`src/rtl/form_urlencoded_decoder_macros.svh`:
```
// Assertion macros used by the form-urlencoded decoder top level.
`ifndef FORM_URLENCODED_DECODER_MACROS_SVH
`define FORM_URLENCODED_DECODER_MACROS_SVH

// Condition implies consequence in the same cycle, checked outside reset.
`define FUD_ASSERT_IMP(label, clk, rst, cond, cons) \
  label: assert property (@(posedge clk) disable iff (rst) (cond) |-> (cons)) \
    else $error("fud: same-cycle check failed");

// Condition implies consequence in the following cycle, checked outside reset.
`define FUD_ASSERT_NXT(label, clk, rst, cond, cons) \
  label: assert property (@(posedge clk) disable iff (rst) (cond) |=> (cons)) \
    else $error("fud: next-cycle check failed");

`endif

```
`src/rtl/fud_pkg.sv`:
```
// Types, codes and helpers for the form-urlencoded decoder.
`default_nettype none
package fud_pkg;

  // Parser modes
  localparam logic [2:0] M_START = 3'd0;
  localparam logic [2:0] M_SKIP  = 3'd1;
  localparam logic [2:0] M_NAME  = 3'd2;
  localparam logic [2:0] M_VALUE = 3'd3;
  localparam logic [2:0] M_HEX1  = 3'd4;
  localparam logic [2:0] M_HEX2  = 3'd5;

  // Result kinds
  localparam logic [2:0] K_NAME_BYTE  = 3'd0;
  localparam logic [2:0] K_NAME_END   = 3'd1;
  localparam logic [2:0] K_VALUE_BYTE = 3'd2;
  localparam logic [2:0] K_PAIR_END   = 3'd3;
  localparam logic [2:0] K_DROPPED    = 3'd4;
  localparam logic [2:0] K_TEXT_END   = 3'd5;

  // Input actions
  localparam logic A_BYTE = 1'b0;
  localparam logic A_END  = 1'b1;

  // Special characters
  localparam logic [7:0] CH_AMP     = 8'h26; // '&'
  localparam logic [7:0] CH_EQ      = 8'h3D; // '='
  localparam logic [7:0] CH_PLUS    = 8'h2B; // '+'
  localparam logic [7:0] CH_PERCENT = 8'h25; // '%'
  localparam logic [7:0] CH_SPACE   = 8'h20; // ' '

  // Queue between parser and output stage
  localparam int QDepth = 4;
  localparam int QPtrW  = $clog2(QDepth);
  localparam int QCntW  = $clog2(QDepth + 1);

  typedef struct packed {
    logic       action;
    logic [7:0] text_byte;
  } in_item_t;

  typedef struct packed {
    logic [2:0] kind;
    logic [7:0] out_byte;
    logic       last;
  } out_item_t;

  // One queue entry: a first result, and when dual a trailing text end.
  typedef struct packed {
    logic       dual;
    logic [2:0] kind;
    logic [7:0] data;
  } entry_t;

  typedef struct packed {
    logic             full;
    logic             empty;
    logic [QCntW-1:0] count;
  } q_stat_t;

  // Hex digit value; anything else counts as zero.
  function automatic logic [3:0] hex_value(input logic [7:0] c);
    logic [3:0] v;
    v = 4'd0;
    if (c >= 8'h30 && c <= 8'h39) v = 4'(c - 8'h30);
    else if (c >= 8'h61 && c <= 8'h66) v = 4'(c - 8'h57);
    else if (c >= 8'h41 && c <= 8'h46) v = 4'(c - 8'h37);
    return v;
  endfunction

endpackage
`default_nettype wire

```
`src/rtl/form_urlencoded_decoder.sv`:
```
// Form-urlencoded decoder top level: parser, entry queue and output stage.
//
// Input channel item_valid/item_ready/item carries one text byte
// (action 0) or an end-of-text marker (action 1) per transaction.
// Output channel result_valid/result_ready/result carries decoded name and
// value bytes plus name end, pair end, pair dropped and text end markers;
// last marks the final result caused by one input transaction.
// With an idle output, an accepted input is written into the queue and is
// then loaded into the output register, which raises result_valid.
// Throughput: one input per cycle while item_ready is high. An end-of-text
// item may yield two results, which leave the output register one after
// the other; the output register gives at most one result per cycle.
// A four-entry queue decouples the parser from the output register, so the
// parser keeps accepting while a result waits. item_ready drops only when
// that queue is full, as when the receiver stalls or two-result ends back up.
// Synchronous reset returns the parser to the start state and empties the
// queue and output register; nothing pending survives reset.
`default_nettype none
module form_urlencoded_decoder (
  input  wire logic               clk,
  input  wire logic               rst,
  input  wire logic               item_valid,
  output logic                    item_ready,
  input  wire fud_pkg::in_item_t  item,
  output logic                    result_valid,
  input  wire logic               result_ready,
  output fud_pkg::out_item_t      result
);
  import fud_pkg::*;
`include "form_urlencoded_decoder_macros.svh"

  logic    push;
  entry_t  push_entry;
  logic    pop;
  entry_t  head;
  q_stat_t q_stat;
  logic    pending;

  fud_front u_front (
    .clk        (clk),
    .rst        (rst),
    .item_valid (item_valid),
    .item_ready (item_ready),
    .item       (item),
    .q_full     (q_stat.full),
    .push       (push),
    .push_entry (push_entry)
  );

  fud_queue u_queue (
    .clk        (clk),
    .rst        (rst),
    .push       (push),
    .push_entry (push_entry),
    .pop        (pop),
    .head       (head),
    .stat       (q_stat)
  );

  fud_back u_back (
    .clk          (clk),
    .rst          (rst),
    .head         (head),
    .q_empty      (q_stat.empty),
    .pop          (pop),
    .pending      (pending),
    .result_valid (result_valid),
    .result_ready (result_ready),
    .result       (result)
  );

  // A text end always closes the results of its input transaction
  `FUD_ASSERT_IMP(a_text_end_last, clk, rst, result_valid && result.kind == K_TEXT_END, result.last)
  // A held second result means the output register is occupied by the first
  `FUD_ASSERT_IMP(a_pending_busy, clk, rst, pending, result_valid && !result.last)
  // Queue never overflows its depth
  `FUD_ASSERT_IMP(a_q_bound, clk, rst, 1'b1, q_stat.count <= QCntW'(QDepth))
  // A pending second result is delivered as text end once taken
  `FUD_ASSERT_NXT(a_pending_text_end, clk, rst, pending && result_ready, result_valid && result.kind == K_TEXT_END)

endmodule
`default_nettype wire

```
`src/rtl/fud_front.sv`:
```
// Parser front: accepts input transactions, tracks mode, emits queue entries.
`default_nettype none
module fud_front (
  input  wire logic             clk,
  input  wire logic             rst,
  input  wire logic             item_valid,
  output logic                  item_ready,
  input  wire fud_pkg::in_item_t item,
  input  wire logic             q_full,
  output logic                  push,
  output fud_pkg::entry_t       push_entry
);
  import fud_pkg::*;

  logic [2:0] mode, mode_next;
  logic       esc_val, esc_val_next;
  logic [3:0] nibble, nibble_next;
  logic       has_res;
  logic       fire;
  logic [7:0] b;
  logic       in_value;
  logic [2:0] kb;

  assign item_ready = !q_full;
  assign fire       = item_valid && item_ready;
  assign push       = fire && has_res;
  assign b          = item.text_byte;
  assign in_value   = (mode == M_VALUE);
  assign kb         = in_value ? K_VALUE_BYTE : K_NAME_BYTE;

  // Next-state and result classification
  always_comb begin
    mode_next       = mode;
    esc_val_next    = esc_val;
    nibble_next     = nibble;
    has_res         = 1'b0;
    push_entry.dual = 1'b0;
    push_entry.kind = K_TEXT_END;
    push_entry.data = 8'd0;
    if (item.action == A_END) begin
      has_res         = 1'b1;
      push_entry.dual = 1'b1;
      unique case (mode)
        M_NAME, M_HEX1, M_HEX2: push_entry.kind = K_DROPPED;
        M_VALUE:                push_entry.kind = K_PAIR_END;
        default: begin
          push_entry.dual = 1'b0;
          push_entry.kind = K_TEXT_END;
        end
      endcase
      mode_next    = M_START;
      esc_val_next = 1'b0;
      nibble_next  = 4'd0;
    end else begin
      unique case (mode)
        M_SKIP: begin
          if (b == CH_AMP) mode_next = M_START;
        end
        M_NAME, M_VALUE: begin
          priority if (!in_value && b == CH_EQ) begin
            has_res         = 1'b1;
            push_entry.kind = K_NAME_END;
            mode_next       = M_VALUE;
          end else if (in_value && b == CH_AMP) begin
            has_res         = 1'b1;
            push_entry.kind = K_PAIR_END;
            mode_next       = M_START;
          end else if (b == CH_PLUS) begin
            has_res         = 1'b1;
            push_entry.kind = kb;
            push_entry.data = CH_SPACE;
          end else if (b == CH_PERCENT) begin
            esc_val_next = in_value;
            mode_next    = M_HEX1;
          end else begin
            has_res         = 1'b1;
            push_entry.kind = kb;
            push_entry.data = b;
          end
        end
        M_HEX1: begin
          nibble_next = hex_value(b);
          mode_next   = M_HEX2;
        end
        M_HEX2: begin
          has_res         = 1'b1;
          push_entry.data = {nibble, hex_value(b)};
          push_entry.kind = esc_val ? K_VALUE_BYTE : K_NAME_BYTE;
          mode_next       = esc_val ? M_VALUE : M_NAME;
        end
        default: begin
          // start, and the unused codes
          priority if (b == CH_AMP) begin
            mode_next = M_START;
          end else if (b == CH_EQ) begin
            mode_next = M_SKIP;
          end else begin
            has_res         = 1'b1;
            push_entry.kind = K_NAME_BYTE;
            push_entry.data = b;
            mode_next       = M_NAME;
          end
        end
      endcase
    end
  end

  // Parser state, updated only on an accepted transaction
  always_ff @(posedge clk) begin
    if (rst) begin
      mode    <= M_START;
      esc_val <= 1'b0;
      nibble  <= 4'd0;
    end else if (fire) begin
      mode    <= mode_next;
      esc_val <= esc_val_next;
      nibble  <= nibble_next;
    end
  end

endmodule
`default_nettype wire

```
`src/rtl/fud_queue.sv`:
```
// Small FIFO of parsed entries between the parser and the output stage.
`default_nettype none
module fud_queue (
  input  wire logic            clk,
  input  wire logic            rst,
  input  wire logic            push,
  input  wire fud_pkg::entry_t push_entry,
  input  wire logic            pop,
  output fud_pkg::entry_t      head,
  output fud_pkg::q_stat_t     stat
);
  import fud_pkg::*;

  entry_t            slots [QDepth];
  logic [QPtrW-1:0]  wr_ptr;
  logic [QPtrW-1:0]  rd_ptr;
  logic [QCntW-1:0]  count;

  assign head       = slots[rd_ptr];
  assign stat.count = count;
  assign stat.full  = (count == QCntW'(QDepth));
  assign stat.empty = (count == '0);

  // Entry storage
  always_ff @(posedge clk) begin
    if (push) slots[wr_ptr] <= push_entry;
  end

  // Pointers and fill count
  always_ff @(posedge clk) begin
    if (rst) begin
      wr_ptr <= '0;
      rd_ptr <= '0;
      count  <= '0;
    end else begin
      if (push) wr_ptr <= QPtrW'((32'(wr_ptr) + 1) % QDepth);
      if (pop)  rd_ptr <= QPtrW'((32'(rd_ptr) + 1) % QDepth);
      unique case ({push, pop})
        2'b10:   count <= count + 1'b1;
        2'b01:   count <= count - 1'b1;
        default: count <= count;
      endcase
    end
  end

endmodule
`default_nettype wire

```
`src/rtl/fud_back.sv`:
```
// Output stage: unpacks queue entries into result transactions.
`default_nettype none
module fud_back (
  input  wire logic             clk,
  input  wire logic             rst,
  input  wire fud_pkg::entry_t  head,
  input  wire logic             q_empty,
  output logic                  pop,
  output logic                  pending,
  output logic                  result_valid,
  input  wire logic             result_ready,
  output fud_pkg::out_item_t    result
);
  import fud_pkg::*;

  logic take;

  assign take = !result_valid || result_ready;
  assign pop  = take && !pending && !q_empty;

  // Output register control
  always_ff @(posedge clk) begin
    if (rst) begin
      result_valid <= 1'b0;
      pending      <= 1'b0;
    end else if (take) begin
      if (pending) begin
        result_valid <= 1'b1;
        pending      <= 1'b0;
      end else if (!q_empty) begin
        result_valid <= 1'b1;
        pending      <= head.dual;
      end else begin
        result_valid <= 1'b0;
      end
    end
  end

  // Output payload
  always_ff @(posedge clk) begin
    if (take) begin
      if (pending) begin
        result.kind     <= K_TEXT_END;
        result.out_byte <= 8'd0;
        result.last     <= 1'b1;
      end else if (!q_empty) begin
        result.kind     <= head.kind;
        result.out_byte <= head.data;
        result.last     <= !head.dual;
      end
    end
  end

endmodule
`default_nettype wire
```
`config.mk`:
```
export PLATFORM = sky130hd
export DESIGN_NAME = form_urlencoded_decoder
export DESIGN_NICKNAME = d
export VERILOG_FILES = /design/src/rtl/fud_pkg.sv /design/src/rtl/form_urlencoded_decoder.sv /design/src/rtl/fud_front.sv /design/src/rtl/fud_queue.sv /design/src/rtl/fud_back.sv
export VERILOG_INCLUDE_DIRS = /design/src /design/src/rtl
export SDC_FILE = /design/constraint.sdc
export NUM_CORES = 1
export LEC_CHECK = 0
export BUFFER_PORTS_ARGS = -buffer_cell sky130_fd_sc_hd__buf_2
export CAP_MARGIN = 10
export CORE_MARGIN = 2
export CORE_UTILIZATION = 54
export DETAILED_ROUTE_END_ITERATION = 8
export GPL_ROUTABILITY_DRIVEN = 0
export GPL_TIMING_DRIVEN = 1
export HOLD_SLACK_MARGIN = 0.15
export PLACE_DENSITY = 0.75
export SYNTH_ARGS = -nofsm -noshare
export SYNTH_HDL_FRONTEND = slang
export SYNTH_SLANG_ARGS = --single-unit
```
`constraint.sdc`:
```
create_clock -name clk -period 2.48 [get_ports clk]
set_input_delay 0 -clock clk [delete_from_list [all_inputs] [get_ports clk]]
set_output_delay 0 -clock clk [all_outputs]
set_load 0.05 [all_outputs]
```
==> results.ini, run 1 <==
[outcome]
outcome = finished clean

[logic_synthesis]
synth_mux_area_share_pct = 8.029
synth_compound_area_share_pct = 12.65
syn_area_um2 = 3740
synth_top_cell_by_area = edfxtp_1
synth_top_family_by_area = simple AND/OR/NAND/NOR gates
ys_types = 63
synthCells = 288
synth_area_leaders = edfxtp_1, dfxtp_1, mux4_2
yosys_most_used_dff = edfxtp_1
synth_xor_area_share_pct = 0.9368
ys_ff_latch = 79
synthAdderAreaFrac_pct = 3.546
async_reset_ff_share_pct = 0
ys_seq_area_share_pct = 58.35
synth-edff-count = 60
syn_avg_cell_area_um2 = 12.99
syn_nets = 311
synth.top_cell.area_share_pct = 48.18
yosysWarnings = 0
yosys.area_share.simple_pct = 13.75

[routing]
vias = 2509
drt_iter0_markers = 154
wirelength_um = 7012
vias_per_cell = 5.848
dr.pass1.iters = 4
antenna_left = 0
routedWlPerCell_um = 16.34
route.detailed.drc = 0

[clock_network]
clk_pin_slew_worst_paths_ns = 0.08
htreeDepth = 3
numClockSinks = 79
clock_path_buffers = 2
clock-root-buffer = clkbuf_8
postCtsSetupBuffers = 0
insertion_delay_ns = 0.35
cts_made_buffers = 9
tritoncts = built

[floorplan]
ios = 27
fp.dieArea_um2 = 7607
die_y_um = 87.22
start_util_pct = 55.35
chipWidth_um = 87.22
core_area_um2 = 6756
rows = 30

[final_layout]
drive_above_1_share_pct = 28.08
nets = 367
syn_to_final_growth_pct = 16.79
fillers = 503
seq_area_um2 = 2186
antenna_cells = 0
finalInstanceArea_um2 = 4368
multi_input_area_um2 = 1460

[worst_setup_path]
critPathKind = reg -> reg
worstReg2RegStart = u_front.mode[0]
worst-path-max-fanout = 9
r2r_end = u_queue.count[2]
r2r_cells = 10
cp.required_ns = 2.76
crit_path_start = u_front.mode[0]
cp-start-kind = flip-flop
arrival_ns = 2.65
worstSetupEndpointType = flip-flop
critPathCapture = u_queue.count[2]
worst-r2r-setup-slack_ns = 0.11

[power_and_ir_drop]
ir_drop_mv = 0.4644
p_total_mw = 4.513
p_leak_nw = 1.596
p_per_area_nw_per_um2 = 1033

[place]
dp_hpwl_um = 4948
post_dp_cell_area_um2 = 4123
port_buffers = 26
pre_cts_ws_ns = -0.04656

[timing]
skew_ns = 0.01007
min_period_over_period_pct = 95.69
finalHoldViolCount = 0
min_period_ns = 2.373
tightest_slew_ns = 0.6115
setup_ws_ns = 0.1069
setup_viol = 0
fmax_mhz = 421.4
slew_headroom_pct = 59.23
setup-tns-final_ns = 0
slew_violations = 0

[min_path]
hold_path_class = in -> reg

[job]
maxCapViolCount = 0

[global_route]
grt_use_total_pct = 20.17
antenna_found_initial = 0
grt_first_pass_wirelength_um = 11500
grt_max_degree = 21
grt_overflow = 0
grt_pass1_vias = 2308

## synth_stat cells, types with 2 or more instances
cell type and instances:
nand4bb_1 2, xnor2_1 2, o21ai_0 11, buf_4 2, and2_1 6, o31ai_1 3, nor3_1 6, a31oi_1 4
a21oi_1 20, inv_1 10, o21ai_1 2, or3_1 3, o32ai_1 3, a211oi_1 2, or3b_2 2, nand2_1 17
buf_2 4, xor2_1 2, and4bb_1 2, o211ai_1 3, a21o_1 2, dfxtp_1 19, or2_2 2, clkbuf_1 7
ha_1 9, nand2b_1 5, nand4_1 4, nand3_1 4, nor2b_1 10, edfxtp_1 60, nor2_1 15, mux4_2 12
mux2i_1 3
## layout make-up
class | instances | area share [%]
Sequential cell | 79 | 50.04
Inverter | 10 | 0.8594
Clock buffer | 9 | 2.836
Tap cell | 80 | 2.292
Clock inverter | 7 | 1.661
Multi-Input combinational cell | 185 | 33.43
Timing Repair Buffer | 59 | 8.880
## registers in the layout (all words and copies together) (netlist names), 2 cells and up, named ones only
register        cells
u_queue.rd_ptr      2
u_queue.slots      48
u_queue.wr_ptr      2
u_front.mode        3
u_back.result      12
u_front.nibble      4
u_queue.count       3
## how the worst min path moves through the flow
stage	start	depth (start not counted)	endpoint
after floorplan	result_ready	3	u_back.result_valid
after detailed placement	result_ready	4	u_back.result_valid
after global placement	result_ready	4	u_back.result_valid
after CTS	item[5]	3	u_queue.slots[0][5]
final	item_valid	5	u_queue.wr_ptr[0]
after global routing	item[5]	3	u_queue.slots[2][5]
## logic make-up after synthesis
| group | after synthesis |
|---|---|
| mux | 15 |
| xor+xnor | 4 |
| simple gates | 88 |
| flops | 79 |
| fa+ha+maj | 10 |
| buf+inv | 24 |
| compound gates | 68 |
## where the power goes
| group | leakage [nW] | internal, mW | switching [mW] |
|---|---|---|---|
| Sequential | 0.722 | 1.82 | 0.150 |
| Combinational | 0.779 | 0.620 | 0.983 |
| Clock | 0.0956 | 0.466 | 0.472 |
## through the flow
step / util, % / cells / hold WS [ns]
final: 64.65 / 429 / 0.1954
after global routing: 64.65 / 429 / 0.2106
after CTS: 64.52 / 429 / 0.1676
after detailed placement: 61.02 / 409 / 0.3062
after global placement: 61.02 / 409 / 0.2914
after floorplan: - / 288 / 0.1929
## critical path, cell delays in order, from the launching register on
cell and delay (ns):
dfxtp_2 0.37, nor3_1 0.25, a21o_1 0.19, a21boi_4 0.08, a21oi_2 0.15, inv_1 0.06
ha_1 0.22, fa_1 0.39, xnor2_1 0.15, or3_1 0.31, a21oi_1 0.15
## metal layers
metal	up-vias	track usage (%)	wire length, um
li1	1220	-	-
met1	1208	27.64	3202
met2	68	31.99	3421
met3	13	3.128	281
met4	0	9.091	107
met5	-	0	0
## cells in the final DEF, fill, tap and decap left out, drive strengths merged, types with 10 or more instances in the layout
cell,count
mux4,12
o21ai,13
a21oi,20
inv,11
nor2,15
nor2b,10
buf,55
dfxtp,19
nand2,17
edfxtp,60
## repair_timing
action | CTS | global route
gates resized for setup | 0 | 5
endpoints found under the hold margin | 15 | 0
hold buffers | 4 | 0
endpoints found under the setup margin | 0 | 1
Power figures use the tool's default switching activity.
==> run 2, diff against run 1 <==
PLACE_DENSITY = default   (was 0.75)
PLACE_DENSITY_LB_ADDON = 0.25   (was default)
==> run 2 against run 1 <==
Effect of this change: die area stayed put; clock power is 13% higher; design area is 2.1% higher; first-iteration DRC count is 28% lower; critical path depth stayed put; sequential cell count stayed put; critical endpoint unchanged; largest cell class unchanged; highest routed layer unchanged.
==> results.ini, run 2 (synthesized netlist as in run 1, its figures left out) <==
[timing]
setup_viol = 0
slew_headroom_pct = 60.11
skew_ns = 0.01227
min_period_ns = 2.342
slew_violations = 0
rsz0062_at_grt = false
fmax_mhz = 427.1
finalHoldViolCount = 0
setup-tns-final_ns = 0
tightest_slew_ns = 0.5964
min_period_over_period_pct = 94.42

[floorplan]
start_util_pct = 55.35
die_y_um = 87.22
core_area_um2 = 6756
fp.dieArea_um2 = 7607
rows = 30
ios = 27
chipWidth_um = 87.22

[clock_network]
cts_made_buffers = 9
clock_path_buffers = 2
clock-root-buffer = clkbuf_8
insertion_delay_ns = 0.33
htreeDepth = 3
numClockSinks = 79
tritoncts = built
postCtsSetupBuffers = 0
clk_pin_slew_worst_paths_ns = 0.09

[global_route]
grt_max_degree = 20
antenna_found_initial = 0
grt_first_pass_wirelength_um = 11810
grt_use_total_pct = 20.43
grt_overflow = 0
grt_pass1_vias = 2394

[routing]
antenna_left = 0
routedWlPerCell_um = 16.31
vias_per_cell = 5.729
wirelength_um = 7112
dr.pass1.iters = 4
route.detailed.drc = 0
drt_iter0_markers = 111
vias = 2498

[worst_setup_path]
cp.required_ns = 2.75
critPathKind = reg -> reg
worst-path-max-fanout = 7
r2r_end = u_queue.count[2]
r2r_cells = 10
cp-start-kind = flip-flop
worst-r2r-setup-slack_ns = 0.14
arrival_ns = 2.61
worstSetupEndpointType = flip-flop
worstReg2RegStart = u_front.mode[2]

[min_path]
holdPathEnd = u_queue.wr_ptr[0]
min-delay-start = item_valid
holdPathStages = 4
hold_path_class = in -> reg

[final_layout]
fillers = 501
final_common_cell = edfxtp_1
top_register = u_queue.slots
layout_common_cells = edfxtp_1, buf_4, buf_2, a21oi_1
syn_to_final_growth_pct = 19.24
finalInstanceArea_um2 = 4459
top_regs = u_queue.slots (48), u_back.result (12), u_front.nibble (4)
largest_reg_flops = 48
fin_cells = 436
seq_area_um2 = 2185
drive_above_1_share_pct = 29.49
antenna_cells = 0
multi_input_area_um2 = 1471
nets = 374

[place]
dp_hpwl_um = 5090
post_dp_cell_area_um2 = 4175
dp.cells = 416
port_buffers = 26

[power_and_ir_drop]
p_per_area_nw_per_um2 = 1042
p_total_mw = 4.645
p_leak_nw = 1.643
ir_drop_mv = 0.4220

[outcome]
outcome = finished clean

[job]
maxCapViolCount = 0

[run 2: cell count changes in the layout (fill, tap and decap cells not counted), sizes merged]
| cell | change |
|---|---|
| bufinv | +1 |
| inv | +2 |
| buf | +7 |
| clkinv | -3 |
[run 2: worst max-delay path: stages, from the launching register on]
cell and delay (ns):
dfxtp_2 0.35, and2b_2 0.24, a41oi_1 0.12, a21boi_4 0.17, a21oi_4 0.17, inv_1 0.06
ha_1 0.22, fa_1 0.38, xnor2_1 0.14, or3_1 0.30, a21oi_1 0.14
[run 2: what timing repair did]
item                                   CTS  global route
hold buffers                             4             0
pin swaps                                0             0
endpoints found under the hold margin   15             0
setup endpoints to repair                1             1
cloned                                   0             0
resized for setup                        1             5
[run 2: final cells by class]
cell class	instances	area share, %
clock buffers	9	2.778
clock inverters	7	2.273
inverters	10	0.8418
multi-input cells	185	33.00
flip-flops and latches	79	48.99
well taps	80	2.245
repair buffers	66	9.877
[run 2: power by group]
part	switching [mW]	internal, mW	total (mW)
logic	0.993	0.630	1.62
registers	0.143	1.82	1.96
clock network	0.480	0.577	1.06
[run 2: per-stage QoR]
step | setup slack [ns] | hold slack [ns] | util [%]
final | 0.1384 | 0.2082 | 66.00
after CTS | 0.05276 | 0.1970 | 65.78
after detailed placement | -0.1399 | 0.2954 | 61.80
after floorplan | 0.003594 | 0.1929 | -
after global placement | -0.06942 | 0.2894 | 61.80
after global routing | 0.01070 | 0.2025 | 66.00
[run 2: worst max-delay path by stage]
stage,slack [ns],cells past startpoint,end,startpoint
6_report,0.14,10,u_queue.count[2],u_front.mode[2]
5_1_grt,0.01,10,u_queue.count[2],u_front.mode[2]
4_1_cts,0.05,10,u_queue.count[2],u_front.mode[1]
3_5_place_dp,-0.14,13,u_queue.count[2],item[1]
3_3_place_gp,-0.07,13,u_queue.count[2],item[1]
2_1_floorplan,0.004,11,u_queue.count[2],u_front.mode[2]
[run 2: layer usage]
metal,wire [um],global-route usage (%)
met5,0,0
met4,46,6.154
met3,327,4.265
met2,3458,34.14
met1,3280,27.04
==> run 3, diff against run 2 <==
CORE_MARGIN = 4   (was 2)
==> run 3 against run 2 <==
Effect of this change: sequential share of layout area is 0.30 points higher; critical path depth stayed put; register-to-register slack hardly changed; largest cell class unchanged; largest power group unchanged; highest routed layer unchanged.
==> results.ini, run 3 (synthesized netlist as in run 1, its figures left out) <==
[routing]
drt_iter0_markers = 84
dr.pass1.iters = 4
vias_per_cell = 5.752
wirelength_um = 7173
routedWlPerCell_um = 16.49
route.detailed.drc = 0
antenna_left = 0
vias = 2502

[global_route]
grt_use_total_pct = 18.24
grt_overflow = 0
grt_first_pass_wirelength_um = 11830
antenna_found_initial = 0
grt_max_degree = 20
grt_pass1_vias = 2403

[floorplan]
die_y_um = 91.22
fp.dieArea_um2 = 8321
chipWidth_um = 91.22
core_area_um2 = 6756
start_util_pct = 55.35
rows = 30
ios = 27

[timing]
skew_ns = 0.01011
rsz0062_at_grt = false
tightest_slew_ns = 0.7528
setup-tns-final_ns = 0
setup_ws_ns = 0.1434
slew_violations = 0
fmax_mhz = 428.0
holdWs_ns = 0.1833
slew_headroom_pct = 49.82
min_period_over_period_pct = 94.22
min_period_ns = 2.337
setup_viol = 0
finalHoldViolCount = 0

[worst_setup_path]
cp_num_buf_inv = 1
critPathKind = reg -> reg
cp.required_ns = 2.76
cpLargestDelayFamily = compound AO/OA/AOI/OAI gates
slowest_delay_ns = 0.35
worstSetupEndpointType = flip-flop
worst-path-max-fanout = 7
arrival_ns = 2.62
crit_slowest_cell = dfxtp_2
cp-start-kind = flip-flop
path_cells = and2b_2 -> a41oi_1 -> a21boi_4 -> a21oi_4 -> inv_1 -> ha_2 -> fa_2 -> xnor2_1 -> or3_1 -> a21oi_1

[final_layout]
nets = 373
fillers = 496
largest_reg_flops = 48
drive_above_1_share_pct = 29.58
seq_area_um2 = 2185
utilization_pct = 65.59
antenna_cells = 0
finalInstanceArea_um2 = 4432
multi_input_area_um2 = 1473
top_register = u_queue.slots
syn_to_final_growth_pct = 18.50
fin_cells = 435
layout_common_cells = edfxtp_1, buf_4, buf_2, a21oi_1
final_common_cell = edfxtp_1
top_regs = u_queue.slots (48), u_back.result (12), u_front.nibble (4)

[place]
dp_hpwl_um = 5162
dp.cells = 413
port_buffers = 26
post_dp_cell_area_um2 = 4153
pre_cts_ws_ns = -0.1430

[power_and_ir_drop]
p_leak_nw = 1.624
p_clk_share_pct = 20.9
p_total_mw = 4.557
swShare_pct = 35.49
combPwrFrac_pct = 35.9
p_per_area_nw_per_um2 = 1028
p_int_mw = 2.940
seqPwrFrac_pct = 43.1
p_switching_mw = 1.617
ir_drop_mv = 0.3512

[clock_network]
clock_path_buffers = 2
clk_pin_slew_worst_paths_ns = 0.08
numClockSinks = 79
htreeDepth = 3
cts_made_buffers = 9
tritoncts = built
insertion_delay_ns = 0.35
clock-root-buffer = clkbuf_8

[outcome]
outcome = finished clean

[min_path]
hold_path_class = in -> reg

[job]
maxCapViolCount = 0

run 3: cell types whose count changed in the layout (fill, tap and decap cells not counted):
cell / change
a21oi_2: -1
fa_2: +1
fa_1: -1
ha_2: +1
bufinv_16: -1
clkinv_4: +1
ha_1: -1
a21oi_1: +1
buf_4: -1
run 3: tightest hold or removal path, stage by stage:
cell and delay (ns):
buf_2 0.14, o21ai_0 0.09, a21oi_1 0.13
run 3: area by class of cell:
class	count	share of cell area [%]
Clock buffer	9	2.795
Clock inverter	7	1.807
Inverter	10	0.8470
Multi-Input combinational cell	185	33.23
Sequential cell	79	49.29
Tap cell	80	2.259
Timing Repair Buffer	65	9.768
run 3: timing repair:
action                                 in CTS  in global routing
hold buffers                                4                  0
gates resized for setup                     2                  5
setup buffers                               0                  2
setup endpoints to repair                   1                  1
pin swaps                                   0                  1
endpoints found under the hold margin      16                  0
run 3: power by group through the flow:
stage / logic [mW] / registers [mW] / clock network, mW
global route: 1.79 / 2.00 / 1.04
detailed placement: 1.61 / 2.00 / 0
CTS: 1.64 / 1.97 / 0.979
floorplan: 0.829 / 2.35 / 0
finish: 1.64 / 1.97 / 0.954
global placement: 1.59 / 1.98 / 0
run 3: final timing paths:
kind / from / to / slack (ns) / depth (start not counted)
hold / removal: item[6] / u_queue.slots[3][6] / 0.18 / 3
hold reg to reg: u_front.nibble[1] / u_front.nibble[1] / 0.46 / 2
setup reg to reg: u_front.mode[2] / u_queue.count[2] / 0.14 / 10
setup / recovery: u_front.mode[2] / u_queue.count[2] / 0.14 / 10
run 3: metal layers:
layer	vias up	routed length [um]	GRT usage (%)
li1	1233	-	-
met5	-	0	0
met2	65	3490	29.98
met4	0	163	8.166
met3	16	296	3.811
met1	1188	3222	23.31
